## config.mk

```make
export PLATFORM = sky130hd
export DESIGN_NAME = timed_event_queue
export DESIGN_NICKNAME = d
export VERILOG_FILES = /design/src/design/teq_pkg.sv /design/src/design/timed_event_queue.sv /design/src/design/teq_store.sv
export SDC_FILE = /design/constraint.sdc
export NUM_CORES = 2
export LEC_CHECK = 0
export BUFFER_PORTS_ARGS = -buffer_cell sky130_fd_sc_hd__clkbuf_2
export CORE_MARGIN = 10
export CORE_UTILIZATION = 34
export DETAILED_ROUTE_END_ITERATION = 12
export GPL_ROUTABILITY_DRIVEN = 0
export GPL_TIMING_DRIVEN = 0
export RECOVER_POWER = 25
export SLEW_MARGIN = 30
export SYNTH_ARGS = -nofsm -noshare
export SYNTH_HDL_FRONTEND = slang
export SYNTH_SLANG_ARGS = --single-unit
```

## constraint.sdc

```tcl
create_clock -name clk -period 8.41 [get_ports clk]
set_input_delay 1.682 -clock clk [delete_from_list [all_inputs] [get_ports clk]]
set_output_delay 1.682 -clock clk [all_outputs]
set_load 0.03 [all_outputs]
```

## src/design/teq_pkg.sv

```systemverilog
// Shared types and constants for the timed event queue.
// Used by teq_store and timed_event_queue; no dependencies.
`timescale 1ns / 1ps

package teq_pkg;

	// Fixed field widths
	localparam int TIME_W      = 32;
	localparam int IN_ID_W     = 16;
	localparam int KIND_W      = 3;
	localparam int SRC_W       = 2;
	localparam int STAT_W      = 2;
	localparam int S_TDATA_W   = 48;
	localparam int M_TDATA_W   = 56;

	// Defaults for the top-level parameters
	localparam int DEF_CAPACITY = 32;
	localparam int DEF_ID_BITS  = 16;

	localparam logic [TIME_W-1:0] TIME_MAX = '1;

	// Command codes carried on the input beat
	typedef enum logic [KIND_W-1:0] {
		KIND_ADD      = 3'd0,
		KIND_REMOVE   = 3'd1,
		KIND_ADVANCE  = 3'd2,
		KIND_DUMP_ALL = 3'd3,
		KIND_DUMP_AT  = 3'd4
	} kind_t;

	// Origin of an output beat
	typedef enum logic [SRC_W-1:0] {
		SRC_FIRED  = 2'd0,
		SRC_LISTED = 2'd1,
		SRC_STATUS = 2'd2
	} src_t;

	// Add outcome
	typedef enum logic [STAT_W-1:0] {
		ST_ACCEPTED = 2'd0,
		ST_PAST     = 2'd1,
		ST_FULL     = 2'd2
	} status_t;

endpackage

```

## src/design/timed_event_queue.sv

```systemverilog
// Timed event queue top level: command sequencer, time register, output stage.
// Depends on teq_pkg and teq_store.
`timescale 1ns / 1ps
//
//  Channel  Dir  Beat contents
//  s_*      in   tuser: kind; tdata: time_value, event_id
//  m_*      out  tuser: source; tdata: status, out_time, out_id; tlast: last
//
//  Scans and accepted adds walk the store one entry at a time through a single
//  read port and one compare stage; an add that lands inside the queue then
//  moves the later entries up one place. s_tready is high only between
//  commands. A stalled output holds the walk; the final beat sits in the
//  output register while the next command is taken. Reset empties the queue
//  and zeroes the time at once; no clearing pass.

module timed_event_queue #(
	parameter int CAPACITY = teq_pkg::DEF_CAPACITY,
	parameter int ID_BITS  = teq_pkg::DEF_ID_BITS
) (
	input  logic                          clk,
	input  logic                          arst_n,
	input  logic                          s_tvalid,
	output logic                          s_tready,
	input  logic [teq_pkg::S_TDATA_W-1:0] s_tdata,  // time_value[31:0], event_id[47:32]
	input  logic [teq_pkg::KIND_W-1:0]    s_tuser,  // kind[2:0]
	output logic                          m_tvalid,
	input  logic                          m_tready,
	output logic [teq_pkg::M_TDATA_W-1:0] m_tdata,  // status[1:0], out_time[33:2],
	                                                // out_id[49:34], zero pad
	output logic [teq_pkg::SRC_W-1:0]     m_tuser,  // source[1:0]
	output logic                          m_tlast
);
	import teq_pkg::*;

	localparam int IdxW = $clog2(CAPACITY);
	localparam int CntW = $clog2(CAPACITY + 1);
	localparam int IdW  = (ID_BITS < IN_ID_W) ? ID_BITS : IN_ID_W;

	typedef enum logic [3:0] {
		ST_IDLE,
		ST_FIND_RD,
		ST_FIND_EV,
		ST_SHIFT_RD,
		ST_SHIFT_WR,
		ST_INSERT,
		ST_ADD_DONE,
		ST_SCAN_RD,
		ST_SCAN_EV,
		ST_SCAN_FIN
	} state_t;

	typedef struct packed {
		src_t                src;
		status_t             status;
		logic [TIME_W-1:0]   tm;
		logic [IN_ID_W-1:0]  id;
	} res_t;

	state_t            state_q;
	kind_t             kind_q;
	logic [TIME_W-1:0] tv_q;
	logic [IdW-1:0]    id_q;
	logic [TIME_W-1:0] now_q;
	logic [TIME_W-1:0] nt_q;
	logic [CntW-1:0]   count_q;
	logic [CntW-1:0]   idx_q;
	logic [CntW-1:0]   wr_idx_q;
	logic [CntW-1:0]   keep_q;
	status_t           status_q;
	logic              pend_valid_q;
	res_t              pend_q;
	logic              out_valid_q;
	res_t              out_q;
	logic              out_last_q;

	logic              wr_en;
	logic [IdxW-1:0]   wr_addr;
	logic [TIME_W-1:0] wr_time;
	logic [IdW-1:0]    wr_id;
	logic [IdxW-1:0]   rd_addr;
	logic [TIME_W-1:0] rd_time;
	logic [IdW-1:0]    rd_id;

	logic              in_fire;
	kind_t             in_kind;
	logic [TIME_W-1:0] in_time;
	logic [IdW-1:0]    in_id;
	logic [TIME_W:0]   sum;
	logic [TIME_W-1:0] sat_time;
	logic              out_free;
	logic              out_load;
	logic [CntW-1:0]   idx_nxt;
	logic [CntW-1:0]   shift_src;
	logic              last_entry;
	logic              t_eq;
	logic              t_gt_old;
	logic              t_le_nt;
	logic              t_le_tv;
	logic              emit;
	logic              keep;
	logic              compact;
	logic              stall;
	res_t              new_res;

	teq_store #(
		.DEPTH (CAPACITY),
		.ID_W  (IdW)
	) u_store (
		.clk     (clk),
		.wr_en   (wr_en),
		.wr_addr (wr_addr),
		.wr_time (wr_time),
		.wr_id   (wr_id),
		.rd_addr (rd_addr),
		.rd_time (rd_time),
		.rd_id   (rd_id)
	);

	// Input decode and saturating time sum
	assign s_tready = (state_q == ST_IDLE);
	assign in_fire  = s_tvalid && s_tready;
	assign in_kind  = kind_t'(s_tuser);
	assign in_time  = s_tdata[TIME_W-1:0];
	assign in_id    = s_tdata[TIME_W +: IdW];
	assign sum      = {1'b0, now_q} + {1'b0, in_time};
	assign sat_time = sum[TIME_W] ? TIME_MAX : sum[TIME_W-1:0];

	// Compare stage on the entry just read
	assign t_eq      = (rd_time == tv_q);
	assign t_gt_old  = (rd_time > now_q);
	assign t_le_nt   = (rd_time <= nt_q);
	assign t_le_tv   = (rd_time <= tv_q);
	assign idx_nxt   = idx_q + CntW'(1);
	assign shift_src = wr_idx_q - CntW'(1);
	assign last_entry = (idx_nxt == count_q);
	assign out_free  = !out_valid_q || m_tready;

	always_comb begin
		emit    = 1'b0;
		keep    = 1'b0;
		compact = 1'b0;
		case (kind_q)
			KIND_REMOVE: begin
				keep    = !t_eq;
				compact = 1'b1;
			end
			KIND_ADVANCE: begin
				emit    = t_gt_old && t_le_nt;
				keep    = !t_le_nt;
				compact = 1'b1;
			end
			KIND_DUMP_ALL: emit = 1'b1;
			KIND_DUMP_AT:  emit = t_eq;
			default: ;
		endcase
	end

	assign stall = emit && pend_valid_q && !out_free;

	// A beat moves into the output register
	assign out_load = ((state_q == ST_ADD_DONE) && out_free) ||
		((state_q == ST_SCAN_EV) && emit && pend_valid_q && !stall) ||
		((state_q == ST_SCAN_FIN) && pend_valid_q && out_free);

	always_comb begin
		new_res.src    = (kind_q == KIND_ADVANCE) ? SRC_FIRED : SRC_LISTED;
		new_res.status = ST_ACCEPTED;
		new_res.tm     = rd_time;
		new_res.id     = IN_ID_W'(rd_id);
	end

	// Store port steering
	always_comb begin
		wr_en   = 1'b0;
		wr_addr = keep_q[IdxW-1:0];
		wr_time = rd_time;
		wr_id   = rd_id;
		rd_addr = idx_q[IdxW-1:0];
		unique case (state_q)
			ST_SHIFT_RD: rd_addr = shift_src[IdxW-1:0];
			ST_SHIFT_WR: begin
				wr_en   = 1'b1;
				wr_addr = wr_idx_q[IdxW-1:0];
			end
			ST_INSERT: begin
				wr_en   = 1'b1;
				wr_addr = idx_q[IdxW-1:0];
				wr_time = tv_q;
				wr_id   = id_q;
			end
			ST_SCAN_EV: wr_en = compact && keep && !stall;
			default: ;
		endcase
	end

	// Sequencer, time register and output stage
	always_ff @(posedge clk or negedge arst_n) begin
		if (!arst_n) begin
			state_q      <= ST_IDLE;
			kind_q       <= KIND_ADD;
			tv_q         <= '0;
			id_q         <= '0;
			now_q        <= '0;
			nt_q         <= '0;
			count_q      <= '0;
			idx_q        <= '0;
			wr_idx_q     <= '0;
			keep_q       <= '0;
			status_q     <= ST_ACCEPTED;
			pend_valid_q <= 1'b0;
			pend_q       <= '0;
			out_valid_q  <= 1'b0;
			out_q        <= '0;
			out_last_q   <= 1'b0;
		end else begin
			out_valid_q <= out_load || (out_valid_q && !m_tready);
			unique case (state_q)
				ST_IDLE: begin
					if (in_fire) begin
						kind_q <= in_kind;
						tv_q   <= in_time;
						id_q   <= in_id;
						nt_q   <= sat_time;
						idx_q  <= '0;
						keep_q <= '0;
						case (in_kind) inside
							KIND_ADD: begin
								if (in_time < now_q) begin
									status_q <= ST_PAST;
									state_q  <= ST_ADD_DONE;
								end else if (count_q == CntW'(CAPACITY)) begin
									status_q <= ST_FULL;
									state_q  <= ST_ADD_DONE;
								end else begin
									status_q <= ST_ACCEPTED;
									state_q  <= (count_q == '0) ? ST_INSERT : ST_FIND_RD;
								end
							end
							KIND_REMOVE, KIND_ADVANCE, KIND_DUMP_ALL, KIND_DUMP_AT: begin
								state_q <= (count_q == '0) ? ST_SCAN_FIN : ST_SCAN_RD;
							end
							default: ;
						endcase
					end
				end
				ST_FIND_RD: state_q <= ST_FIND_EV;
				ST_FIND_EV: begin
					// Ties go after existing entries of the same time
					if (t_le_tv) begin
						idx_q <= idx_nxt;
						state_q <= last_entry ? ST_INSERT : ST_FIND_RD;
					end else begin
						wr_idx_q <= count_q;
						state_q  <= ST_SHIFT_RD;
					end
				end
				ST_SHIFT_RD: begin
					state_q <= (wr_idx_q == idx_q) ? ST_INSERT : ST_SHIFT_WR;
				end
				ST_SHIFT_WR: begin
					wr_idx_q <= shift_src;
					state_q  <= ST_SHIFT_RD;
				end
				ST_INSERT: begin
					count_q <= count_q + CntW'(1);
					state_q <= ST_ADD_DONE;
				end
				ST_ADD_DONE: begin
					if (out_free) begin
						out_last_q    <= 1'b1;
						out_q.src     <= SRC_STATUS;
						out_q.status  <= status_q;
						out_q.tm      <= tv_q;
						out_q.id      <= IN_ID_W'(id_q);
						state_q       <= ST_IDLE;
					end
				end
				ST_SCAN_RD: state_q <= ST_SCAN_EV;
				ST_SCAN_EV: begin
					if (!stall) begin
						// One-beat lookahead so the final beat can carry tlast
						if (emit) begin
							if (pend_valid_q) begin
								out_last_q  <= 1'b0;
								out_q       <= pend_q;
							end
							pend_valid_q <= 1'b1;
							pend_q       <= new_res;
						end
						if (compact && keep) begin
							keep_q <= keep_q + CntW'(1);
						end
						idx_q   <= idx_nxt;
						state_q <= last_entry ? ST_SCAN_FIN : ST_SCAN_RD;
					end
				end
				ST_SCAN_FIN: begin
					if (!pend_valid_q || out_free) begin
						if (pend_valid_q) begin
							out_last_q   <= 1'b1;
							out_q        <= pend_q;
							pend_valid_q <= 1'b0;
						end
						if (compact) begin
							count_q <= keep_q;
						end
						if (kind_q == KIND_ADVANCE) begin
							now_q <= nt_q;
						end
						state_q <= ST_IDLE;
					end
				end
				default: state_q <= ST_IDLE;
			endcase
		end
	end

	// Output beat
	assign m_tvalid = out_valid_q;
	assign m_tuser  = out_q.src;
	assign m_tlast  = out_last_q;
	assign m_tdata  = {{(M_TDATA_W - STAT_W - TIME_W - IN_ID_W){1'b0}},
		out_q.id, out_q.tm, out_q.status};

	// Checks
	a_count_bound: assert property (@(posedge clk) disable iff (!arst_n)
		count_q <= CntW'(CAPACITY))
		else $error("entry count beyond capacity");

	a_pend_flushed: assert property (@(posedge clk) disable iff (!arst_n)
		state_q == ST_IDLE |-> !pend_valid_q)
		else $error("held result left over at command end");

	a_time_monotonic: assert property (@(posedge clk) disable iff (!arst_n)
		1'b1 |=> now_q >= $past(now_q))
		else $error("current time went backwards");

	a_write_in_range: assert property (@(posedge clk) disable iff (!arst_n)
		wr_en |-> CntW'(wr_addr) <= count_q)
		else $error("store write beyond occupied range");

endmodule

```

## src/design/teq_store.sv

```systemverilog
// Sorted event store: one write port, one read port with registered data.
// Depends on teq_pkg.
`timescale 1ns / 1ps

module teq_store #(
	parameter int DEPTH = teq_pkg::DEF_CAPACITY,
	parameter int ID_W  = teq_pkg::DEF_ID_BITS
) (
	input  logic                        clk,
	input  logic                        wr_en,
	input  logic [$clog2(DEPTH)-1:0]    wr_addr,
	input  logic [teq_pkg::TIME_W-1:0]  wr_time,
	input  logic [ID_W-1:0]             wr_id,
	input  logic [$clog2(DEPTH)-1:0]    rd_addr,
	output logic [teq_pkg::TIME_W-1:0]  rd_time,
	output logic [ID_W-1:0]             rd_id
);
	import teq_pkg::*;

	logic [TIME_W-1:0] time_mem [DEPTH];
	logic [ID_W-1:0]   id_mem   [DEPTH];
	logic [TIME_W-1:0] rd_time_q;
	logic [ID_W-1:0]   rd_id_q;

	// Write port
	always_ff @(posedge clk) begin
		if (wr_en) begin
			time_mem[wr_addr] <= wr_time;
			id_mem[wr_addr]   <= wr_id;
		end
	end

	// Registered read port
	always_ff @(posedge clk) begin
		rd_time_q <= time_mem[rd_addr];
		rd_id_q   <= id_mem[rd_addr];
	end

	assign rd_time = rd_time_q;
	assign rd_id   = rd_id_q;

endmodule
```

After elaboration in Yosys (flattened, before gate mapping):

Memories as Yosys holds them, arrays and structs flattened. A register that Yosys moved wholly into a read port is not among the register bits.
Cells that the tools add are included.

* latch bits: 0
* output and inout bits: 61
* bits in registers: 250
* memories: 2
* ROM bits: 0
* memory bits (writable): 1536
* word-level logic and storage cells: 173
* input port bits: 55

* reductions and logical operators: 49
* add/subtract/negate cells: 5
* $lt $le $gt $ge: 4
* multipliers: 0
* mux-type cells: 58
* shift-type cells: 0
* divide/modulo/power cells: 0
* equal/unequal tests: 33
* bitwise operators: 1

Memory list
* u_store.time_mem: depth 32, bits a word 32, rd ports 1, clocked after Yosys merged registers in 1, write ports 1, RTL line teq_store.sv:20 `logic [TIME_W-1:0] time_mem [DEPTH];`
* u_store.id_mem: depth 32, bits a word 16, rd ports 1, clocked after Yosys merged registers in 1, write ports 1, RTL line teq_store.sv:21 `logic [ID_W-1:0] id_mem [DEPTH];`

Operators by type and width (count)
* $mux W52: 5
* $pmux W52 S3: 1
* $le A32 B32 Y1: 2
* $mux W32: 2
* $mux W6: 8
* $pmux W4 S10: 1
* $pmux W6 S2: 3
* $add A32 B32 Y33: 1
* $eq A32 B32 Y1: 1
* $gt A32 B32 Y1: 1
* $lt A32 B32 Y1: 1
* $mux W4: 8
* $add A6 B1 Y6 const B: 3
* $pmux W6 S3: 1
* $eq A4 B3 Y1 const B: 4
* $mux W16: 1
* $ne A2 B2 Y1 const B: 8
* $mux W3: 5
* $mux W1: 14
* $logic_and A1 B1 Y1: 13
* $eq A3 B2 Y1 const B: 4
* $eq A6 B6 Y1: 2
* $reduce_and A3 Y1: 4
* $reduce_and A4 Y1: 3
* 27 further kinds: 54

Depth between registers and ports, before layout:

* depth in word-level cells: 10
* depth in mapped cells: 15
* depth with buffers taken out: 13

Hierarchy:

From an unflattened synthesis, not the netlist that was laid out.

* cell total of the unflattened synthesis: 5078
* area total of the unflattened synthesis: 76763.6 um2

Modules (own cells, without submodules)
* teq_store: instances 1, cells an instance 3364, sequential area each 47085.2 um2, area an instance 60727.0 um2
* timed_event_queue: instances 1, cells an instance 1714, sequential area each 6231.0 um2, area an instance 16036.6 um2

Worst setup path before layout:

Ideal clock, no wire load.

* path kind: reg2reg
* from: register nt_q[23]
* to: memory u_store.id_mem[14][0] in the netlist's numbering (enable)
* stages on the path, launching flop included: 13
* setup time: 0.454 ns
* data arrival time: 4.298 ns
* period minus slack after synthesis: 4.752 ns
* buffers on the path: 0
* data required time: 7.956 ns
* setup slack: 3.658 ns
* cells stage by stage: dfrtp_1 inv_1 ha_1 nand2_1 o21ai_0 o21ai_0 a21oi_1 o31a_1 a31oi_1 o21a_1 o41ai_1 nand3_1 nor2_1

* word-level cells in the longest chain between the ends: 10
* elaborated cells between the ends (all ways): 13
* classes of those cells: order compare (1); mux (5); reduce/logical (7)

Ends and longest elaborated chain
* from (decl): RTL line timed_event_queue.sv:64 `logic [TIME_W-1:0] nt_q;`
* from (signal assigned): RTL line timed_event_queue.sv:223 `nt_q <= sat_time;`
* $le A32 B32 Y1 *: RTL line timed_event_queue.sv:131 `assign t_le_nt = (rd_time <= nt_q);`
* $logic_and A1 B1 Y1: RTL line timed_event_queue.sv:148 `emit = t_gt_old && t_le_nt;`
* $pmux W1 S3: RTL line timed_event_queue.sv:142 `case (kind_q)`
* $logic_and A1 B1 Y1 (2 in series): RTL line timed_event_queue.sv:158 `assign stall = emit && pend_valid_q && !out_free;`
* $logic_not A1 Y1
* $logic_and A1 B1 Y1 *: RTL line timed_event_queue.sv:191 `ST_SCAN_EV: wr_en = compact && keep && !stall;`
* $pmux W1 S2 *: RTL line timed_event_queue.sv:179 `unique case (state_q)`
* $mux W1 *: RTL line teq_store.sv:27 `if (wr_en) begin`
* $mux W1 (implied by the code) *: RTL line teq_store.sv:29 `id_mem[wr_addr] <= wr_id;`
* to (decl): RTL line teq_store.sv:21

Mark *: on every way between the ends. The rest lies on a longest branch, timed or not.

Final worst setup path:

* from: register u_store.rd_time_q[31] (netlist: u_store.rd_time[31]) (read register of u_store.time_mem)
* to: memory u_store.time_mem[11][20] (enable)

* word-level cells in the longest chain between the ends: 10
* elaborated cells between the ends (all ways): 16
* classes of those cells: order compare (2); eq/ne (1); mux (5); reduce/logical (8)

Ends and longest elaborated chain
* from (decl): RTL line teq_store.sv:22 `logic [TIME_W-1:0] rd_time_q;`
* $gt A32 B32 Y1 or $le A32 B32 Y1 (tied branches): RTL line timed_event_queue.sv:130, timed_event_queue.sv:131
* $logic_and A1 B1 Y1: RTL line timed_event_queue.sv:148
* $pmux W1 S3: RTL line timed_event_queue.sv:142
* $logic_and A1 B1 Y1 (2 in series): RTL line timed_event_queue.sv:158
* $logic_not A1 Y1
* $logic_and A1 B1 Y1 *: RTL line timed_event_queue.sv:191
* $pmux W1 S2 *: RTL line timed_event_queue.sv:179
* $mux W1 *: RTL line teq_store.sv:27
* $mux W1 (implied by the code) *: RTL line teq_store.sv:28 `time_mem[wr_addr] <= wr_time;`
* to (decl): RTL line teq_store.sv:20

Marks and branches as above.

==> out/qor.yml <==
floorplanning:
  die_h_um: 498.1
  coreArea_sq_mm: 0.2273
  dieArea_sq_mm: 0.2481
  fp.dieW_um: 498.1
  num_io_pins: 116
  rows: 175
  initial_core_util_pct: 34.19
status:
  violations: "capacitance limit, slew limit"
  outcome: "finished, violations left"
timing:
  finalSetupViolations: 0
  relSlewSlack_pct: -107.3
  max_freq_ghz: 0.1885
  clock_skew_ps: 41.77
  rsz0062_at_grt: "no"
  period_needed_ps: 5306
  drv_slew: 49
  tightest_slew_ps: 3109
  finalCritPeriodShare_pct: 63.09
  hold_viol: 0
pwr:
  combPwrFrac_pct: 40.3
  power_frac_seq_pct: 36.8
  power_mw: 34.89
  internal-power_mw: 20.41
  p_switching_mw: 14.48
  peakVddDrop_uv: 228.2
  power_leakage_nw: 32.85
  p_sw_share_pct: 41.50
  clock_power_share_pct: 22.9
  cellPowerDensity_mw_per_mm2: 383.9
clock_tree:
  clk_root_buffer_cell: "clkbuf_16"
  ctsResizeCount: 0
  clk_latency_ps: 840
  clockBufferDepth: 3
  hold_buffers: 0
  post_cts_buffers: 0
  cts_buffers: 179
  h-tree-depth: 4
  tritoncts: "built"
  clk_pin_slew_ps: 60
  cts_sinks: 1833
global_route:
  busiest_layer: "met2"
  grt.overflow.total: 0
  antenna_found_initial: 20
  grt.met2_usage_pct: 29.67
  grt_pass1_wl_mm: 357.5
  met3_usage_pct: 4.922
  grt_use_met1_pct: 26.42
  grt_usage_pct: 19.26
  grt_pass1_vias: 52100
  grt_max_degree: 80
setup_path:
  end_kind: "flop"
  start_kind: "flop"
  crit_slowest_cell: "o41ai_2"
  max_stage_delay_ps: 800
  critical_path.cell_chain: "ha_1 > nand4_1 > nor4_1 > a31oi_1 > o21a_1 > o41ai_2 > nand3_1 > nor2_4 > buf_8 > buf_16"
  critPathBufInv: 2
  crit_arrival_ps: 5830
  crit_fanout: 18
  cp.required_ps: 8930
  criticalPathCategory: "reg -> reg"
  cpLargestDelayFamily: "simple AND/OR/NAND/NOR gates"
finish:
  fin_nets: 6949
  drive_above_1_share_pct: 10.06
  syn_to_final_growth_pct: 16.96
  utilization_pct: 39.99
  final_cell_mix: "1719 x nand2_1, 1536 x edfxtp_1, 416 x nand3_1, 358 x clkbuf_1, 288 x a311oi_1"
  layout_commonest_cell: "nand2_1"
yosys:
  muxShareOfSynthArea_pct: 2.171
  synth_top_family_by_area: "simple AND/OR/NAND/NOR gates"
  synth_edf_count: 1536
  synth.distinct_cells: 75
  yosysSeqAreaShare_pct: 68.62
  ys_ff_latch: 1833
  yosysWarnings: 0
  synthArstFlopShare_pct: 13.58
  synth_compound_area_share_pct: 8.592
  synth.top_cell.area_share_pct: 59.36
  netlist_area_sq_mm: 0.07770
  yosysTopAreaCell: "edfxtp_1"
  synth_area_leaders: "edfxtp_1 59%, nand2_1 8.3%, dfrtp_1 8.0%"
  yosys.area_share.adder_pct: 2.683
  netlist_instances: 6325
  avgSynthCellArea_sq_um: 12.28
  synthXorXnorAreaFrac_pct: 0.4734
  yosys.area_share.simple_pct: 14.47
  ys.flop_type: "edfxtp_1"
place:
  io_buffers: 109
  dp_hpwl_mm: 181.1
routing:
  drc_errors: 0
  vias: 53980
  ant_nets: 0
  dr.pass1.iters: 6
  routed_wl_mm: 249.2
  drt-vias-per-instance: 5.462
  wire_per_inst_um: 25.21
  dr.first_iter.drc_count: 6761
run:
  cap_violations: 1
hold_path:
  hold_class: "reg -> reg"
[worst reg2reg max path, stage by stage, from the launching register on]
cell     delay [ps]
dfxtp_1         770
ha_1            250
nand4_1         130
nor4_1          610
a31oi_1         380
o21a_1          370
o41ai_2         800
nand3_1         620
nor2_4          620
buf_8           230
buf_16          190
[cell usage after synthesis (8+ instances only)]
master and n:
or3_1 8, a21o_1 83, mux2_2 100, a211oi_1 56, nor4_1 12, a311oi_1 288, a21oi_1 179, nor3_1 16
clkbuf_1 286, nand2b_1 20, buf_1 14, nor2b_1 23, buf_2 86, o21a_1 8, o21ai_0 116, ha_1 165
mux2i_1 56, dfxtp_1 48, xnor2_1 27, nand4_1 27, nor2_1 165, nand2_1 1719, a31oi_1 105, and3_1 200
xor2_1 15, inv_1 137, edfxtp_1 1536, buf_4 23, dfrtp_1 249, nand3_1 416, a22oi_1 29
[routing by layer]
| layer | wire, um | vias to the layer above |
|---|---|---|
| met1 | 103000 | 26870 |
| met5 | 18 | - |
| li1 | - | 23930 |
| met3 | 27350 | 448 |
| met4 | 8840 | 4 |
| met2 | 110000 | 2727 |
[cells by family after synthesis]
group / Yosys count
DFF: 1833
other: 1
buffers and inverters: 553
AOI/OAI and AO/OA: 942
adders and majority gates: 166
xor gates and xnor gates: 42
muxes: 156
and+or+nand+nor: 2632
[flip-flops by register name, summed over array words and instances, names as in the netlist, 2 cells and up]
register          flops
m_tdata              50
u_store.rd_id        16
nt_q                 32
status_q              2
idx_q                 6
count_q               6
now_q                32
u_store.id_mem      512
state_q               4
keep_q                6
pend_q               49
m_tuser               2
u_store.rd_time      32
u_store.time_mem   1024
tv_q                 32
kind_q                3
id_q                 16
wr_idx_q              6
[through the flow]
step	setup TNS [ps]	hold slack, ps	setup WS, ps	cells	cell area (sq um)
floorplan	0	450.2	3658	6330	77720
global placement	-369550	469.9	-509.1	9448	82030
detailed placement	0	469.0	3237	9556	85200
CTS	0	486.8	3273	9879	90960
global route	0	510.4	3073	9879	90870
finish	0	488.3	3104	9883	90880
[power by group through the flow]
stage / logic (mW) / registers [mW] / clock network, mW
final: 14.1 / 12.8 / 7.98
after floorplan: 7.71 / 13.0 / 0
after global placement: 13.2 / 13.0 / 0
after global routing: 15.0 / 12.9 / 8.40
after detailed placement: 13.8 / 13.0 / 0
after CTS: 13.9 / 12.8 / 8.05
[cell type report]
type | instances | area, sq um
Fill cell | 21270 | 136400
Clock buffer | 238 | 4898
Antenna cell | 4 | 10.01
Timing Repair Buffer | 217 | 3316
Multi-Input combinational cell | 3944 | 22360
Inverter | 137 | 514.2
Clock inverter | 85 | 858.3
Sequential cell | 1833 | 53320
Buffer | 416 | 1844
Tap cell | 3009 | 3765
[path summary, 6_finish.rpt]
check                                     from                        to  slack [ps]  depth (start not counted)
max                        u_store.rd_time[31]  u_store.time_mem[11][20]        3100                         10
min                           u_store.rd_id[5]                 pend_q[5]         490                          1
max reg2reg                u_store.rd_time[31]  u_store.time_mem[11][20]        3100                         10
min reg2reg                   u_store.rd_id[5]                 pend_q[5]         490                          1
max in group asynchronous               arst_n                pend_q[38]        4670                          3
min in group asynchronous               arst_n               wr_idx_q[4]        1920                          1
Power figures use the tool's default switching activity.
